===== config.mk =====
export PLATFORM = sky130hd
export DESIGN_NAME = worker_startup_cost_estimator
export DESIGN_NICKNAME = d
export VERILOG_FILES = /design/src/rtl/core/wscd_pkg.sv /design/src/rtl/core/wscd_div.sv /design/src/rtl/core/worker_startup_cost_estimator.sv
export SDC_FILE = /design/constraint.sdc
export NUM_CORES = 1
export LEC_CHECK = 0
export ABC_CLOCK_PERIOD_IN_PS = 6240
export BUFFER_PORTS_ARGS = -buffer_cell sky130_fd_sc_hd__buf_2
export CAP_MARGIN = 10
export CORE_MARGIN = 5
export CORE_UTILIZATION = 45
export DETAILED_ROUTE_END_ITERATION = 12
export PLACE_DENSITY_LB_ADDON = 0.08
export SLEW_MARGIN = 20
export SYNTH_ARGS = -nofsm -noshare
export SYNTH_HDL_FRONTEND = slang
export SYNTH_SLANG_ARGS = --single-unit

===== constraint.sdc =====
create_clock -name clk -period 6.24 [get_ports clk]
set_input_delay 1.248 -clock clk [delete_from_list [all_inputs] [get_ports clk]]
set_output_delay 1.248 -clock clk [all_outputs]
set_load 0.05 [all_outputs]

===== src/rtl/core/wscd_pkg.sv =====
// Shared types and constants for the worker startup cost estimator.
`timescale 1ns / 1ps

package wscd_pkg;

    localparam int TOTAL_W    = 64;
    localparam int COUNT_W    = 32;
    localparam int STEP_CNT_W = 6;

    typedef enum logic [2:0] {
        ST_IDLE,
        ST_START,
        ST_DIV,
        ST_PEAK,
        ST_EMIT
    } wscd_state_t;

    typedef struct packed {
        logic busy;
        logic done;
    } div_stat_t;

endpackage


===== src/rtl/core/wscd_div.sv =====
// Bit-serial restoring divider: 64-bit total by 32-bit count, one quotient bit per cycle.
`timescale 1ns / 1ps

module wscd_div
    import wscd_pkg::*;
(
    input  logic               clk,
    input  logic               rst_n,
    input  logic               start,
    input  logic [TOTAL_W-1:0] dividend,
    input  logic [COUNT_W-1:0] divisor,
    output logic [TOTAL_W-1:0] quotient,
    output div_stat_t          stat
);

    logic [TOTAL_W-1:0]    dvd_reg;
    logic [TOTAL_W-1:0]    dvd_next;
    logic [COUNT_W-1:0]    rem_reg;
    logic [COUNT_W-1:0]    rem_next;
    logic [COUNT_W-1:0]    dsr_reg;
    logic [STEP_CNT_W-1:0] cnt_reg;
    logic                  busy_reg;
    logic                  done_reg;
    logic [COUNT_W:0]      trial;
    logic [COUNT_W:0]      diff;
    logic                  ge;

    always_comb
    begin
        trial    = {rem_reg, dvd_reg[TOTAL_W-1]};
        diff     = trial - {1'b0, dsr_reg};
        ge       = (trial >= {1'b0, dsr_reg});
        rem_next = ge ? diff[COUNT_W-1:0] : trial[COUNT_W-1:0];
        dvd_next = {dvd_reg[TOTAL_W-2:0], ge};
    end

    always_ff @(posedge clk or negedge rst_n)
    begin
        if (!rst_n)
        begin
            busy_reg <= 1'b0;
            done_reg <= 1'b0;
            cnt_reg  <= '0;
        end
        else
        begin
            done_reg <= !start && busy_reg && (cnt_reg == '0);
            if (start)
            begin
                busy_reg <= 1'b1;
                cnt_reg  <= '1;
            end
            else if (busy_reg)
            begin
                cnt_reg <= cnt_reg - STEP_CNT_W'(1);
                if (cnt_reg == '0)
                    busy_reg <= 1'b0;
            end
        end
    end

    always_ff @(posedge clk)
    begin
        if (start)
        begin
            dvd_reg <= dividend;
            rem_reg <= '0;
            dsr_reg <= divisor;
        end
        else if (busy_reg)
        begin
            dvd_reg <= dvd_next;
            rem_reg <= rem_next;
        end
    end

    assign quotient  = dvd_reg;
    assign stat.busy = busy_reg;
    assign stat.done = done_reg;

endmodule


===== src/rtl/core/worker_startup_cost_estimator.sv =====
// Top level: sample statistics, first-result peak tracking and the sequencer around the divider.
//
//  channel | dir | fields (low bit first)               | accepted when
//  s_*     | in  | tdata: mode, elapsed_ns              | s_tvalid & s_tready
//  m_*     | out | tdata: mean_ns, peak_excess_ns       | m_tvalid & m_tready
//
// Each item passes from accept to result through one divider load, 64 divider
// steps (one quotient bit per cycle), one mean latch, one peak update, one emit.
// The block then returns to idle; it takes no new item until the last is emitted.
// The serial divider sets the item rate; s_tready is high only in the idle state.
// A result waits in the output register until taken; the block stalls in the emit
// state while the previous result is still held. Reset clears the total, count and peak.
`timescale 1ns / 1ps

module worker_startup_cost_estimator
    import wscd_pkg::*;
#(
    parameter int TIME_WIDTH = 48
)
(
    input  logic                                      clk,
    input  logic                                      rst_n,
    input  logic                                      s_tvalid,
    output logic                                      s_tready,
    input  logic [((1 + TIME_WIDTH + 7) / 8) * 8-1:0] s_tdata,   // mode, elapsed_ns
    output logic                                      m_tvalid,
    input  logic                                      m_tready,
    output logic [((2 * TIME_WIDTH + 7) / 8) * 8-1:0] m_tdata    // mean_ns, peak_excess_ns
);

    wscd_state_t           state_reg;
    wscd_state_t           state_next;
    logic [TOTAL_W-1:0]    total_reg;
    logic [COUNT_W-1:0]    count_reg;
    logic [TIME_WIDTH-1:0] peak_reg;
    logic [TIME_WIDTH-1:0] mean_reg;
    logic                  mode_reg;
    logic [TIME_WIDTH-1:0] time_reg;
    logic [TIME_WIDTH-1:0] mean_out_reg;
    logic [TIME_WIDTH-1:0] peak_out_reg;
    logic                  m_tvalid_reg;

    logic                  accept;
    logic                  div_start;
    logic                  emit;
    logic [TOTAL_W-1:0]    quotient;
    div_stat_t             div_stat;
    logic [TOTAL_W:0]      sum;
    logic [TIME_WIDTH:0]   excess;
    logic [TIME_WIDTH-1:0] mean_sat;
    logic                  in_mode;
    logic [TIME_WIDTH-1:0] in_time;

    assign in_mode = s_tdata[0];
    assign in_time = s_tdata[TIME_WIDTH:1];

    wscd_div u_div (
        .clk      (clk),
        .rst_n    (rst_n),
        .start    (div_start),
        .dividend (total_reg),
        .divisor  (count_reg),
        .quotient (quotient),
        .stat     (div_stat)
    );

    // next state
    always_comb
    begin
        state_next = state_reg;
        case (state_reg)
            ST_IDLE:
            begin
                if (s_tvalid)
                    state_next = ST_START;
            end
            ST_START:
                state_next = ST_DIV;
            ST_DIV:
            begin
                if (div_stat.done)
                    state_next = ST_PEAK;
            end
            ST_PEAK:
                state_next = ST_EMIT;
            ST_EMIT:
            begin
                if (!m_tvalid_reg || m_tready)
                    state_next = ST_IDLE;
            end
            default:
                state_next = ST_IDLE;
        endcase
    end

    // outputs of the sequencer
    always_comb
    begin
        s_tready  = 1'b0;
        div_start = 1'b0;
        emit      = 1'b0;
        case (state_reg)
            ST_IDLE:  s_tready  = 1'b1;
            ST_START: div_start = 1'b1;
            ST_EMIT:  emit      = !m_tvalid_reg || m_tready;
            default:
            begin
                s_tready  = 1'b0;
                div_start = 1'b0;
                emit      = 1'b0;
            end
        endcase
    end

    assign accept = s_tvalid && s_tready;

    always_comb
    begin
        sum    = {1'b0, total_reg} + {{(TOTAL_W - TIME_WIDTH + 1){1'b0}}, in_time};
        excess = {1'b0, time_reg} - {1'b0, mean_reg};
        if (count_reg == '0)
            mean_sat = '0;
        else if (|quotient[TOTAL_W-1:TIME_WIDTH])
            mean_sat = '1;
        else
            mean_sat = quotient[TIME_WIDTH-1:0];
    end

    always_ff @(posedge clk or negedge rst_n)
    begin
        if (!rst_n)
        begin
            state_reg    <= ST_IDLE;
            total_reg    <= '0;
            count_reg    <= '0;
            peak_reg     <= '0;
            m_tvalid_reg <= 1'b0;
        end
        else
        begin
            state_reg <= state_next;
            if (accept && !in_mode)
            begin
                total_reg <= sum[TOTAL_W] ? '1 : sum[TOTAL_W-1:0];
                if (count_reg != '1)
                    count_reg <= count_reg + COUNT_W'(1);
            end
            if (state_reg == ST_PEAK && mode_reg && !excess[TIME_WIDTH]
                && excess[TIME_WIDTH-1:0] > peak_reg)
                peak_reg <= excess[TIME_WIDTH-1:0];
            if (emit)
                m_tvalid_reg <= 1'b1;
            else if (m_tready)
                m_tvalid_reg <= 1'b0;
        end
    end

    always_ff @(posedge clk)
    begin
        if (accept)
        begin
            mode_reg <= in_mode;
            time_reg <= in_time;
        end
        if (div_stat.done)
            mean_reg <= mean_sat;
        if (emit)
        begin
            mean_out_reg <= mean_reg;
            peak_out_reg <= peak_reg;
        end
    end

    assign m_tvalid = m_tvalid_reg;

    always_comb
    begin
        m_tdata                             = '0;
        m_tdata[TIME_WIDTH-1:0]             = mean_out_reg;
        m_tdata[2*TIME_WIDTH-1:TIME_WIDTH]  = peak_out_reg;
    end

endmodule


==> flow_summary.json <==
{
  "status": "completed",
  "insertion_delay_ps": 600,
  "die_area_mm2": 0.0630,
  "ys_top_cells_by_count": "328 x nand2_1, 289 x edfxtp_1, 239 x nor2_1",
  "ys_ff_latch": 477,
  "fin_crit_ps": 5770,
  "wirelength_um": 62800,
  "yosysUniqueCellTypes": 81,
  "grt_max_degree": 157,
  "areaGrowthSynthToFinish_pct": 12.8,
  "nets": 2945,
  "async_reset_ff_share_pct": 32.7,
  "vias": 18784,
  "wl_per_cell_um": 17.9,
  "hold_path.class": "flop to flop",
  "rsz0062_at_grt": "no",
  "worst-path-stages": 25,
  "via_per_inst": 5.35,
  "synthesis.area_mm2": 0.0262,
  "holdPathStages": 0,
  "yosys.area.top_type_share_pct": 33.2,
  "hold_viol_final": 0,
  "hpwl_um": 46600,
  "die_h_um": 251,
  "grt.total_usage_pct": 19.5,
  "synth-edff-count": 289,
  "relSlewSlack_pct": 30.5,
  "drv_slew": 0,
  "synth_area_leaders": "edfxtp_1 33%, dfrtp_1 15%, ha_1 8.6%",
  "worstSetupStartpointType": "flop",
  "synth.most_common_cell": "nand2_1",
  "first_pass_iters": 5,
  "cts.path.max_buffers": 3,
  "grt_pass1_vias": 18550,
  "timing.fmax_ghz": 0.173,
  "n_antenna_cell": 0,
  "grt_pass1_wl_um": 101000,
  "max_stage_delay_ps": 440,
  "power.density_mw_per_mm2": 483,
  "rrSetupSlack_ps": 470,
  "ys_warn_count": 0,
  "leakage_nw": 12.6,
  "core_area_mm2": 0.0576,
  "finalSetupViolations": 0,
  "fin_crit_sh_pct": 92.5,
  "antenna_found_initial": 2,
  "cap_violations": 0,
  "cp_top_family": "compound AO/OA/AOI/OAI gates",
  "ioPinCount": 158,
  "layout-drive-gt1-share_pct": 11.8,
  "arrival_ps": 6250,
  "numCtsBuffers": 52,
  "vdd_ir_drop_max_uv": 264,
  "reg2reg_depth": 25,
  "htree_levels": 2,
  "ys_seq_area_share_pct": 50.6,
  "cts_setup_buffers": 0,
  "yosysTopAreaCell": "edfxtp_1",
  "syn_inst": 2570,
  "initial_core_util_pct": 45.4,
  "fin_tns_setup_ps": 0,
  "worst_ep_required_time_ps": 6710,
  "synth_ff_type": "edfxtp_1",
  "r2r-start": "time_reg[0]",
  "routabilityCongestion": 0.892,
  "io_buffers": 150,
  "clk_pin_slew_ps": 60,
  "clockRootBuffer": "clkbuf_16",
  "cts_tree": "done",
  "syn-num-nets": 2813,
  "cp-end-kind": "flop",
  "crit_start": "time_reg[0]",
  "cts_sinks": 477,
  "r2r-end": "peak_reg[45]",
  "finClkSkew_ps": 11.9,
  "crit_type": "flop to flop",
  "rows": 88,
  "ant_nets": 0,
  "syn_avg_cell_area_um2": 10.2,
  "drc": 0,
  "p_total_mw": 14.3,
  "grt_remaining_overflow": 0,
  "crit_end": "peak_reg[45]",
  "post-route-util_pct": 51.2,
  "die_w_um": 251,
  "cp_max_fo": 48,
  "path_buf_inv": 6,
  "cpMaxStageDelayCell": "fa_1",
  "worst_pin_slew_ps": 1030,
  "drt_iter0_drc": 1005
}
==> layout make-up <==
cell class,count,area [um^2]
clock buffer,66,1390
clock inverter,31,338
fill,5305,28100
inverter,170,639
multi-input combinational,1830,12000
sequential,477,13200
tap,765,957
timing repair buffer,171,972
==> power breakdown <==
| group | leakage [nW] | switching [mW] | total [mW] | internal (mW) |
|---|---|---|---|---|
| sequential | 4.98 | 0.548 | 4.97 | 4.43 |
| clock | 0.836 | 1.29 | 3.12 | 1.83 |
| combinational | 6.83 | 3.68 | 6.17 | 2.49 |
==> metal layers <==
layer  vias up  GRT usage, %  routed length [um]
met5         -             0                   0
met4         0          4.46                1350
met3       102          2.85                2330
met2       304          31.5               28600
met1      8881          28.2               30500
li1       9497             -                   -
==> worst min-delay path by stage <==
stage / startpoint / slack, ps / end
2_1_floorplan: mean_reg[10] / 430 / mean_out_reg[10]
3_3_place_gp: mean_reg[18] / 440 / mean_out_reg[18]
3_5_place_dp: mean_reg[11] / 430 / mean_out_reg[11]
4_1_cts: mean_reg[11] / 440 / mean_out_reg[11]
5_1_grt: mean_reg[11] / 460 / mean_out_reg[11]
6_report: mean_reg[18] / 440 / mean_out_reg[18]
==> per-stage QoR <==
step,hold slack (ps),cells,setup slack (ps),area (um^2)
floorplan,426,2570,1320,26200
detailed placement,435,3411,262,27700
CTS,438,3508,203,29400
global route,456,3510,40.1,29500
global placement,435,3411,368,27700
finish,436,3510,468,29500
==> repair_timing <==
item                                    in CTS  in global routing
resized for setup                            0                  7
hold buffers                                 0                  0
endpoints found under the setup margin       0                 48
==> cell families after synthesis <==
group,count (synthesis),share of synthesized area (%)
AOI/OAI and AO/OA,594,14.1
xor gates and xnor gates,149,4.99
adders and majority gates,183,8.84
buffers and inverters,263,3.90
DFF,477,50.6
muxes,84,3.46
and+or+nand+nor,820,14.1
==> layout by cell type, fill, tap and decap left out, drive strengths merged, types with 32 or more instances in the layout <==
cell type    n
nand4       54
nor3        34
a21oi      198
nand3       35
a21o        65
inv        170
mux2        52
edfxtp     289
xor2        52
ha         180
buf        171
clkbuf      66
nor2       239
xnor2       97
a31oi       50
nand2      328
dfxtp       32
o21ai      133
mux2i       32
dfrtp      156
Note: power is estimated with default switching activity, not from simulation.
